File: src/design/dtsc_pkg.sv
// ----------------------------------------------------------------------------
// dtsc_pkg
// Shared constants, phase codes, ascii codes and control structs for the
// decimal token sum checker.
// ----------------------------------------------------------------------------
`default_nettype none

package dtsc_pkg;

  // sum width, value range is 0 .. 2^(SUM_BITS-1)-1
  localparam int SUM_BITS   = 64;
  localparam int VAL_W      = SUM_BITS - 1;
  // digit cells of the reply, enough for the largest total
  localparam int NUM_DIGITS = 19;
  localparam int CNT_MAX    = (VAL_W > NUM_DIGITS) ? VAL_W : NUM_DIGITS;
  localparam int CNT_W      = $clog2(CNT_MAX);
  localparam int ERR_LEN    = 5;
  localparam int ERR_IDX_W  = $clog2(ERR_LEN);

  // token phase codes
  localparam logic [2:0] PH_BETWEEN = 3'd0;
  localparam logic [2:0] PH_LEADWS  = 3'd1;
  localparam logic [2:0] PH_SIGN    = 3'd2;
  localparam logic [2:0] PH_DIGITS  = 3'd3;

  // ascii codes
  localparam logic [7:0] CH_SPACE = 8'h20;
  localparam logic [7:0] CH_ZERO  = 8'h30;
  localparam logic [7:0] CH_NINE  = 8'h39;
  localparam logic [7:0] CH_PLUS  = 8'h2B;
  localparam logic [7:0] CH_TAB   = 8'h09;
  localparam logic [7:0] CH_CR    = 8'h0D;
  localparam logic [7:0] CH_E     = 8'h45;
  localparam logic [7:0] CH_R     = 8'h52;
  localparam logic [7:0] CH_O     = 8'h4F;

  // commands to the token parser
  typedef struct packed {
    logic       take;
    logic [7:0] data_byte;
    logic       close;
    logic       shift;
    logic       restart;
  } dtsc_parse_ctl_t;

  // parser status
  typedef struct packed {
    logic err;
    logic total_msb;
    logic total_zero;
  } dtsc_parse_sts_t;

  // commands to the digit cell row
  typedef struct packed {
    logic clear;
    logic conv;
    logic shift;
  } dtsc_cell_ctl_t;

  // characters of the error reply
  function automatic logic [7:0] err_char(input logic [ERR_IDX_W-1:0] idx);
    logic [7:0] c;
    case (idx)
      ERR_IDX_W'(0): c = CH_E;
      ERR_IDX_W'(1): c = CH_R;
      ERR_IDX_W'(2): c = CH_R;
      ERR_IDX_W'(3): c = CH_O;
      ERR_IDX_W'(4): c = CH_R;
      default:       c = CH_E;
    endcase
    return c;
  endfunction

endpackage

`default_nettype wire

File: src/design/dtsc_in_if.sv
// ----------------------------------------------------------------------------
// dtsc_in_if
// Input channel: at most one datagram byte per transfer.
// ----------------------------------------------------------------------------
`default_nettype none

interface dtsc_in_if;
  logic       valid;
  logic       ready;
  logic       has_byte;
  logic [7:0] data_byte;
  logic       end_of_datagram;

  modport source (output valid, output has_byte, output data_byte,
                  output end_of_datagram, input ready);
  modport sink   (input valid, input has_byte, input data_byte,
                  input end_of_datagram, output ready);
endinterface

`default_nettype wire

File: src/design/dtsc_out_if.sv
// ----------------------------------------------------------------------------
// dtsc_out_if
// Output channel: one reply character per transfer.
// ----------------------------------------------------------------------------
`default_nettype none

interface dtsc_out_if;
  logic       valid;
  logic       ready;
  logic [7:0] reply_char;
  logic       reply_is_error;
  logic       reply_last;

  modport source (output valid, output reply_char, output reply_is_error,
                  output reply_last, input ready);
  modport sink   (input valid, input reply_char, input reply_is_error,
                  input reply_last, output ready);
endinterface

`default_nettype wire

File: src/design/dtsc_parser.sv
// ----------------------------------------------------------------------------
// dtsc_parser
// Token parser: accumulates the token value, checks syntax and range,
// adds finished tokens into the running total and shifts the total out.
// ----------------------------------------------------------------------------
`default_nettype none

module dtsc_parser
  import dtsc_pkg::*;
(
  input  wire logic            clk_i,
  input  wire logic            rst_ni,
  input  wire dtsc_parse_ctl_t ctl_i,
  output dtsc_parse_sts_t      sts_o
);

  logic [VAL_W-1:0] total_q, total_d;
  logic [VAL_W-1:0] tok_q, tok_d;
  logic [2:0]       phase_q, phase_d;
  logic             pzero_q, pzero_d;
  logic             err_q, err_d;

  logic [VAL_W+3:0] prod;
  logic [VAL_W:0]   sum;
  logic [3:0]       digit;
  logic             is_digit;
  logic             is_ws;
  logic             lead_ok;
  logic             mul_ovf;
  logic             close_err;
  logic             do_close;

  // byte classes
  assign is_digit = (ctl_i.data_byte >= CH_ZERO) && (ctl_i.data_byte <= CH_NINE);
  assign is_ws    = (ctl_i.data_byte >= CH_TAB) && (ctl_i.data_byte <= CH_CR);
  assign lead_ok  = (phase_q == PH_BETWEEN) || (phase_q == PH_LEADWS);
  assign digit    = ctl_i.data_byte[3:0];

  // value * 10 + digit, overflow when anything lands above the value range
  assign prod    = ({4'b0, tok_q} << 3) + ({4'b0, tok_q} << 1) + (VAL_W + 4)'(digit);
  assign mul_ovf = |prod[VAL_W+3:VAL_W];

  // token close checks
  assign sum       = {1'b0, total_q} + {1'b0, tok_q};
  assign close_err = (phase_q != PH_DIGITS) || ((tok_q == '0) && !pzero_q) || sum[VAL_W];
  assign do_close  = ctl_i.close || (ctl_i.take && !err_q && (ctl_i.data_byte == CH_SPACE));

  // next state
  always_comb begin
    total_d = total_q;
    tok_d   = tok_q;
    phase_d = phase_q;
    pzero_d = pzero_q;
    err_d   = err_q;
    if (ctl_i.restart) begin
      total_d = '0;
      err_d   = 1'b0;
    end else if (ctl_i.shift) begin
      total_d = {total_q[VAL_W-2:0], 1'b0};
    end else if (do_close) begin
      if ((phase_q != PH_BETWEEN) && !err_q) begin
        if (close_err) begin
          err_d = 1'b1;
        end else begin
          total_d = sum[VAL_W-1:0];
        end
      end
      phase_d = PH_BETWEEN;
      tok_d   = '0;
      pzero_d = 1'b0;
    end else if (ctl_i.take && !err_q) begin
      if (is_digit) begin
        pzero_d = (phase_q == PH_BETWEEN) && (digit == 4'd0);
        if (mul_ovf) begin
          err_d = 1'b1;
        end else begin
          tok_d   = prod[VAL_W-1:0];
          phase_d = PH_DIGITS;
        end
      end else begin
        pzero_d = 1'b0;
        if (is_ws && lead_ok) begin
          phase_d = PH_LEADWS;
        end else if ((ctl_i.data_byte == CH_PLUS) && lead_ok) begin
          phase_d = PH_SIGN;
        end else begin
          err_d = 1'b1;
        end
      end
    end
  end

  // state registers
  always_ff @(posedge clk_i or negedge rst_ni) begin
    if (!rst_ni) begin
      total_q <= '0;
      tok_q   <= '0;
      phase_q <= PH_BETWEEN;
      pzero_q <= 1'b0;
      err_q   <= 1'b0;
    end else begin
      total_q <= total_d;
      tok_q   <= tok_d;
      phase_q <= phase_d;
      pzero_q <= pzero_d;
      err_q   <= err_d;
    end
  end

  assign sts_o.err        = err_q;
  assign sts_o.total_msb  = total_q[VAL_W-1];
  assign sts_o.total_zero = (total_q == '0);

endmodule

`default_nettype wire

File: src/design/dtsc_bcd_cell.sv
// ----------------------------------------------------------------------------
// dtsc_bcd_cell
// One decimal digit cell: shift-and-add-3 step during conversion, plain
// digit shift toward the top during reply output.
// ----------------------------------------------------------------------------
`default_nettype none

module dtsc_bcd_cell
  import dtsc_pkg::*;
(
  input  wire logic           clk_i,
  input  wire dtsc_cell_ctl_t ctl_i,
  input  wire logic           bit_i,
  input  wire logic [3:0]     digit_i,
  output logic                bit_o,
  output logic [3:0]          digit_o
);

  logic [3:0] digit_q, digit_d;
  logic [3:0] adj;

  // add 3 when the digit would pass 9 after doubling
  assign adj = (digit_q >= 4'd5) ? (digit_q + 4'd3) : digit_q;

  always_comb begin
    digit_d = digit_q;
    if (ctl_i.clear) begin
      digit_d = 4'd0;
    end else if (ctl_i.conv) begin
      digit_d = {adj[2:0], bit_i};
    end else if (ctl_i.shift) begin
      digit_d = digit_i;
    end
  end

  // digit storage, no reset needed
  always_ff @(posedge clk_i) begin
    digit_q <= digit_d;
  end

  assign bit_o   = adj[3];
  assign digit_o = digit_q;

endmodule

`default_nettype wire

File: src/design/dtsc_digit_chain.sv
// ----------------------------------------------------------------------------
// dtsc_digit_chain
// Row of decimal digit cells; binary bits enter at the bottom cell, reply
// digits leave at the top cell.
// ----------------------------------------------------------------------------
`default_nettype none

module dtsc_digit_chain
  import dtsc_pkg::*;
(
  input  wire logic           clk_i,
  input  wire dtsc_cell_ctl_t ctl_i,
  input  wire logic           bit_i,
  output logic [3:0]          top_digit_o
);

  logic [NUM_DIGITS:0] carry;
  logic [3:0]          digits [NUM_DIGITS+1];

  assign carry[0]  = bit_i;
  assign digits[0] = 4'd0;

  // cell i takes from cell i-1
  for (genvar i = 0; i < NUM_DIGITS; i++) begin : g_cell
    dtsc_bcd_cell u_cell (
      .clk_i   (clk_i),
      .ctl_i   (ctl_i),
      .bit_i   (carry[i]),
      .digit_i (digits[i]),
      .bit_o   (carry[i+1]),
      .digit_o (digits[i+1])
    );
  end

  assign top_digit_o = digits[NUM_DIGITS];

endmodule

`default_nettype wire

File: src/design/decimal_token_sum_checker_unit.sv
// ----------------------------------------------------------------------------
// decimal_token_sum_checker_unit
// Sums the decimal tokens of a datagram and replies with the total in
// ascii decimal or the text ERROR.
// ----------------------------------------------------------------------------
// Throughput: one input byte per cycle within a datagram.
// Final item: the last token is closed and checked, then an ERROR reply
//   is sent from S_ERR, or the total is shifted into the digit cell row
//   and sent from its NUM_DIGITS (19) cells, waiting while output stalls.
// Input is not taken while a reply is built; the last reply byte may wait
//   in the output register while the next datagram starts.
// Reset: asynchronous, active low; total, token and error state cleared.
`default_nettype none

module decimal_token_sum_checker_unit
  import dtsc_pkg::*;
(
  input  wire logic   clk_i,
  input  wire logic   rst_ni,
  dtsc_in_if.sink     in_i,
  dtsc_out_if.source  out_o
);

  localparam logic [2:0] S_IDLE   = 3'd0;
  localparam logic [2:0] S_CLOSE  = 3'd1;
  localparam logic [2:0] S_DECIDE = 3'd2;
  localparam logic [2:0] S_CONV   = 3'd3;
  localparam logic [2:0] S_EMIT   = 3'd4;
  localparam logic [2:0] S_ERR    = 3'd5;

  logic [2:0]       state_q, state_d;
  logic [CNT_W-1:0] cnt_q, cnt_d;
  logic             started_q, started_d;

  logic             ovalid_q, ovalid_d;
  logic [7:0]       ochar_q, ochar_d;
  logic             oerr_q, oerr_d;
  logic             olast_q, olast_d;

  dtsc_parse_ctl_t  pctl;
  dtsc_parse_sts_t  psts;
  dtsc_cell_ctl_t   cctl;
  logic [3:0]       top_digit;
  logic             in_xfer;
  logic             out_free;
  logic             last_dig;
  logic             emit_now;

  assign in_i.ready = (state_q == S_IDLE);
  assign in_xfer    = in_i.valid && in_i.ready;
  assign out_free   = !ovalid_q || out_o.ready;
  assign last_dig   = (cnt_q == CNT_W'(NUM_DIGITS - 1));
  assign emit_now   = started_q || (top_digit != 4'd0) || last_dig;

  // token parser
  dtsc_parser u_parser (
    .clk_i  (clk_i),
    .rst_ni (rst_ni),
    .ctl_i  (pctl),
    .sts_o  (psts)
  );

  // decimal digit cell row
  dtsc_digit_chain u_chain (
    .clk_i       (clk_i),
    .ctl_i       (cctl),
    .bit_i       (psts.total_msb),
    .top_digit_o (top_digit)
  );

  // sequencer
  always_comb begin
    state_d        = state_q;
    cnt_d          = cnt_q;
    started_d      = started_q;
    ovalid_d       = ovalid_q && !out_o.ready;
    ochar_d        = ochar_q;
    oerr_d         = oerr_q;
    olast_d        = olast_q;
    pctl.take      = 1'b0;
    pctl.data_byte = in_i.data_byte;
    pctl.close     = 1'b0;
    pctl.shift     = 1'b0;
    pctl.restart   = 1'b0;
    cctl.clear     = 1'b0;
    cctl.conv      = 1'b0;
    cctl.shift     = 1'b0;
    case (state_q)
      S_IDLE: begin
        if (in_xfer) begin
          pctl.take = in_i.has_byte;
          if (in_i.end_of_datagram) begin
            state_d = S_CLOSE;
          end
        end
      end
      S_CLOSE: begin
        pctl.close = 1'b1;
        cctl.clear = 1'b1;
        cnt_d      = '0;
        state_d    = S_DECIDE;
      end
      S_DECIDE: begin
        if (psts.err) begin
          pctl.restart = 1'b1;
          state_d      = S_ERR;
        end else begin
          state_d = S_CONV;
        end
      end
      S_CONV: begin
        pctl.shift = 1'b1;
        cctl.conv  = 1'b1;
        if (cnt_q == CNT_W'(VAL_W - 1)) begin
          cnt_d     = '0;
          started_d = 1'b0;
          state_d   = S_EMIT;
        end else begin
          cnt_d = cnt_q + 1'b1;
        end
      end
      S_EMIT: begin
        if (!emit_now || out_free) begin
          cctl.shift = 1'b1;
          started_d  = started_q || emit_now;
          cnt_d      = cnt_q + 1'b1;
          if (emit_now) begin
            ovalid_d = 1'b1;
            ochar_d  = CH_ZERO + {4'd0, top_digit};
            oerr_d   = 1'b0;
            olast_d  = last_dig;
          end
          if (last_dig) begin
            state_d = S_IDLE;
          end
        end
      end
      S_ERR: begin
        if (out_free) begin
          ovalid_d = 1'b1;
          ochar_d  = err_char(cnt_q[ERR_IDX_W-1:0]);
          oerr_d   = 1'b1;
          olast_d  = (cnt_q == CNT_W'(ERR_LEN - 1));
          cnt_d    = cnt_q + 1'b1;
          if (cnt_q == CNT_W'(ERR_LEN - 1)) begin
            state_d = S_IDLE;
          end
        end
      end
      default: begin
        state_d = S_IDLE;
      end
    endcase
  end

  // control registers
  always_ff @(posedge clk_i or negedge rst_ni) begin
    if (!rst_ni) begin
      state_q   <= S_IDLE;
      cnt_q     <= '0;
      started_q <= 1'b0;
      ovalid_q  <= 1'b0;
    end else begin
      state_q   <= state_d;
      cnt_q     <= cnt_d;
      started_q <= started_d;
      ovalid_q  <= ovalid_d;
    end
  end

  // output payload register
  always_ff @(posedge clk_i) begin
    ochar_q <= ochar_d;
    oerr_q  <= oerr_d;
    olast_q <= olast_d;
  end

  assign out_o.valid          = ovalid_q;
  assign out_o.reply_char     = ochar_q;
  assign out_o.reply_is_error = oerr_q;
  assign out_o.reply_last     = olast_q;

  // a final item starts the token close
  assert property (@(posedge clk_i) disable iff (!rst_ni)
    in_xfer && in_i.end_of_datagram |=> state_q == S_CLOSE)
    else $error("final item did not start token close");

  // the total has been fully shifted into the digit row before output
  assert property (@(posedge clk_i) disable iff (!rst_ni)
    (state_q == S_EMIT) && $past(state_q == S_CONV) |-> psts.total_zero)
    else $error("total not drained at start of reply");

  // numeric reply bytes are decimal digits
  assert property (@(posedge clk_i) disable iff (!rst_ni)
    ovalid_q && !oerr_q |-> (ochar_q >= CH_ZERO) && (ochar_q <= CH_NINE))
    else $error("numeric reply byte is not a digit");

  // error reply ends on its final R
  assert property (@(posedge clk_i) disable iff (!rst_ni)
    ovalid_q && oerr_q && olast_q |-> ochar_q == CH_R)
    else $error("error reply ends on a wrong byte");

endmodule

`default_nettype wire

File: src/flat_wrapper.sv
// flat-port wrapper written by rule: the top's interface ports become plain ports
module decimal_token_sum_checker_unit_flat import dtsc_pkg::*;
  (clk_i, rst_ni, in_i_valid, in_i_has_byte, in_i_data_byte, in_i_end_of_datagram, in_i_ready, out_o_valid, out_o_reply_char, out_o_reply_is_error, out_o_reply_last, out_o_ready);
  dtsc_in_if in_i_i ();
  dtsc_out_if out_o_i ();
  input  wire logic clk_i;
  input  wire logic rst_ni;
  input wire logic [$bits(in_i_i.valid)-1:0] in_i_valid;
  input wire logic [$bits(in_i_i.has_byte)-1:0] in_i_has_byte;
  input wire logic [$bits(in_i_i.data_byte)-1:0] in_i_data_byte;
  input wire logic [$bits(in_i_i.end_of_datagram)-1:0] in_i_end_of_datagram;
  output wire logic [$bits(in_i_i.ready)-1:0] in_i_ready;
  output wire logic [$bits(out_o_i.valid)-1:0] out_o_valid;
  output wire logic [$bits(out_o_i.reply_char)-1:0] out_o_reply_char;
  output wire logic [$bits(out_o_i.reply_is_error)-1:0] out_o_reply_is_error;
  output wire logic [$bits(out_o_i.reply_last)-1:0] out_o_reply_last;
  input wire logic [$bits(out_o_i.ready)-1:0] out_o_ready;
  assign in_i_i.valid = in_i_valid;
  assign in_i_i.has_byte = in_i_has_byte;
  assign in_i_i.data_byte = in_i_data_byte;
  assign in_i_i.end_of_datagram = in_i_end_of_datagram;
  assign in_i_ready = in_i_i.ready;
  assign out_o_valid = out_o_i.valid;
  assign out_o_reply_char = out_o_i.reply_char;
  assign out_o_reply_is_error = out_o_i.reply_is_error;
  assign out_o_reply_last = out_o_i.reply_last;
  assign out_o_i.ready = out_o_ready;
  decimal_token_sum_checker_unit u_core (.clk_i(clk_i), .rst_ni(rst_ni), .in_i(in_i_i), .out_o(out_o_i));
endmodule
File: config.mk
export PLATFORM = sky130hd
export DESIGN_NAME = decimal_token_sum_checker_unit_flat
export DESIGN_NICKNAME = d
export VERILOG_FILES = /design/src/design/dtsc_pkg.sv /design/src/design/dtsc_in_if.sv /design/src/design/dtsc_out_if.sv /design/src/design/dtsc_parser.sv /design/src/design/dtsc_bcd_cell.sv /design/src/design/dtsc_digit_chain.sv /design/src/design/decimal_token_sum_checker_unit.sv /design/src/flat_wrapper.sv
export SDC_FILE = /design/constraint.sdc
export NUM_CORES = 1
export LEC_CHECK = 0
export BUFFER_PORTS_ARGS = -buffer_cell sky130_fd_sc_hd__buf_4
export CAP_MARGIN = 20
export CORE_UTILIZATION = 50
export CTS_BUF_LIST = sky130_fd_sc_hd__clkbuf_2 sky130_fd_sc_hd__clkbuf_4 sky130_fd_sc_hd__clkbuf_8
export CTS_CLUSTER_DIAMETER = 100
export DETAILED_ROUTE_END_ITERATION = 7
export PLACE_DENSITY = 0.71
export SETUP_SLACK_MARGIN = 0.4
export SYNTH_ARGS = -nofsm -noshare
export SYNTH_HDL_FRONTEND = slang
export SYNTH_HIERARCHICAL = 1
export SYNTH_SLANG_ARGS = --single-unit
File: constraint.sdc
create_clock -name clk_i -period 24.2 [get_ports clk_i]
set_input_delay 3.63 -clock clk_i [delete_from_list [all_inputs] [get_ports clk_i]]
set_output_delay 3.63 -clock clk_i [all_outputs]
set_load 0.01 [all_outputs]
==> flow_summary.yaml <==
clocking:
  clk_latency_ns: 0.63
  cts_hold_buf: 0
  path_clk_slew_ns: 0.06
  tritoncts: "done"
  clock-sinks: 225
  cts_buffers: 44
  ctsRootBufferMaster: "clkbuf_8"
  htree_num_levels: 2
  post_cts_resized: 0
  clockBufferDepth: 3
  cts_setup_buffers: 0
finish:
  area_delta_synth_final_pct: 7.07
  instances_no_fill: 3075
  antenna_cells: 0
  fillCellCount: 3658
  most-common-layout-cells: "338 x nand2_1, 235 x a21oi_1, 231 x ha_1"
  layout.nets: 2762
  layout_commonest_cell: "nand2_1"
  drive_above_1_share_pct: 7.49
sta:
  whs_ns: 0.517
  min_period_over_period_pct: 31.2
  setup_viol: 0
  setup_slack_ns: 16.65
  rsz0062_at_grt: "false"
  finClkSkew_ns: 0.0288
  slew_viol_final: 0
  final.setup.tns_ns: 0
  period_minus_slack_ns: 7.55
  max_freq_mhz: 132
  slew_headroom_pct: 30.1
  tightest_slew_ns: 1.05
  timing_hold_violations_final: 0
routing:
  antenna_left: 0
  drc: 0
  wl_mm: 55.8
  via_per_inst: 6.27
  drt_iter0_markers: 1722
  via_count: 19300
  post_drt_wl_per_cell_um: 18.2
  drt_pre_antenna_iters: 6
grt:
  grt_max_degree: 109
  grt_pass1_wl_mm: 92.1
  antenna_found_initial: 0
  grt_pass1_vias: 18200
  grt_overflow: 0
  grt_use_total_pct: 26.8
synthesis:
  avgSynthCellArea_sq_um: 8.02
  syn-cell-area_sq_um: 20400
  yosysWarnings: 6
  synthCells: 2542
worst_setup_path:
  start_kind: "primary input"
  arrival_ns: 8.07
  path_cells: "buf_4 -> inv_1 -> fa_1 -> inv_1 -> ha_1 -> a211oi_1 -> o21ai_1 -> o31ai_2 -> o21ai_2 -> o211ai_2 -> a21oi_1 -> or3_1 -> a2111o_1 -> or3_4 -> o21ai_0"
  end_kind: "register"
  required_ns: 24.72
  cp_max_fo: 58
  critPathMostFrequentCell: "inv_1"
  critPathMaxStageDelay_ns: 0.66
  critical_path_class: "in -> reg"
  crit_slowest_cell: "or3_4"
die:
  start_util_pct: 51.0
  io_pins: 26
  die_h_um: 204
  fp-row-count: 73
  die_w_um: 204
  die_area_sq_um: 41600
  core_sq_um: 40000
power:
  power_leakage_nw: 10.2
  power.total_w: 0.00141
  power_density_nw_per_um2: 64.8
  max-vdd-ir-drop_v: 0.0000610
place:
  dpl.hpwl_mm: 40.1
  dpl_worst_slack_ns: 16.14
  place.gp.congestion: 0.976
  port_buffers: 24
  dpl.cell_count: 2992
run_status:
  status: "finished clean"
min_path:
  hp-class: "reg -> reg"
job:
  maxCapViolCount: 0
==> state kept, by name (all words and copies together), names as in the netlist <==
register	count
u_core/u_parser/pzero_q	1
u_core/u_parser/total_q	63
u_core/u_chain/g_cell.u_cell/digit_o	76
u_core/out_o.reply_char	7
u_core/state_q	3
u_core/cnt_q	6
u_core/u_parser/tok_q	63
u_core/out_o.valid	1
u_core/u_parser/phase_q	2
u_core/u_parser/err_q	1
u_core/out_o.reply_last	1
u_core/started_q	1
==> metal layers <==
metal	vias up	track usage (%)	wire length [um]
li1	9361	-	-
met1	9160	37.0	25600
met2	637	42.4	25000
met3	107	3.89	3660
met4	0	9.57	1590
met5	-	0	0
==> power breakdown <==
| part | internal [W] | switching [W] |
|---|---|---|
| Sequential | 0.000453 | 0.000103 |
| Clock | 0.000267 | 0.000188 |
| Combinational | 0.000177 | 0.000227 |
| Total | 0.000897 | 0.000518 |
==> metrics by stage <==
step | utilization, % | area, sq um
finish | 54.6 | 21800
global route | 54.6 | 21800
CTS | 54.6 | 21800
detailed placement | 52.0 | 20800
global placement | 52.0 | 20800
floorplan | - | 20400
==> critical path, delay by kind of cell <==
family | cells | cell delay, ns
adder cells (fa/ha/maj) | 2 | 0.91
buffers and inverters | 3 | 0.24
AND/OR/NAND/NOR | 2 | 0.99
AO/OA/AOI/OAI | 8 | 2.25
==> final cells by class <==
type                            count  area [sq um]  share of cell area [%]
Multi-Input combinational cell   2115         14200                    65.1
Timing Repair Buffer               39           294                    1.35
Tap cell                          525           657                    3.01
Clock buffer                       64           837                    3.83
Inverter                           89           334                    1.53
Sequential cell                   225          5290                    24.2
Clock inverter                     18           199                   0.911
==> final timing paths <==
| kind | startpoint | to | slack (ns) | depth (start not counted) |
|---|---|---|---|---|
| max | in_i_data_byte[3] | u_core/u_parser/tok_q[25] | 16.65 | 15 |
| min | u_core/u_parser/pzero_q | u_core/u_parser/pzero_q | 0.52 | 2 |
| max reg2reg | u_core/u_parser/tok_q[36] | u_core/u_parser/total_q[57] | 19.05 | 13 |
| min reg2reg | u_core/u_parser/pzero_q | u_core/u_parser/pzero_q | 0.52 | 2 |
| max in group asynchronous | rst_ni | u_core/u_parser/tok_q[26] | 19.74 | 2 |
| min in group asynchronous | rst_ni | u_core/u_parser/total_q[56] | 3.07 | 1 |
No activity file was read; power rests on OpenSTA's default activity.
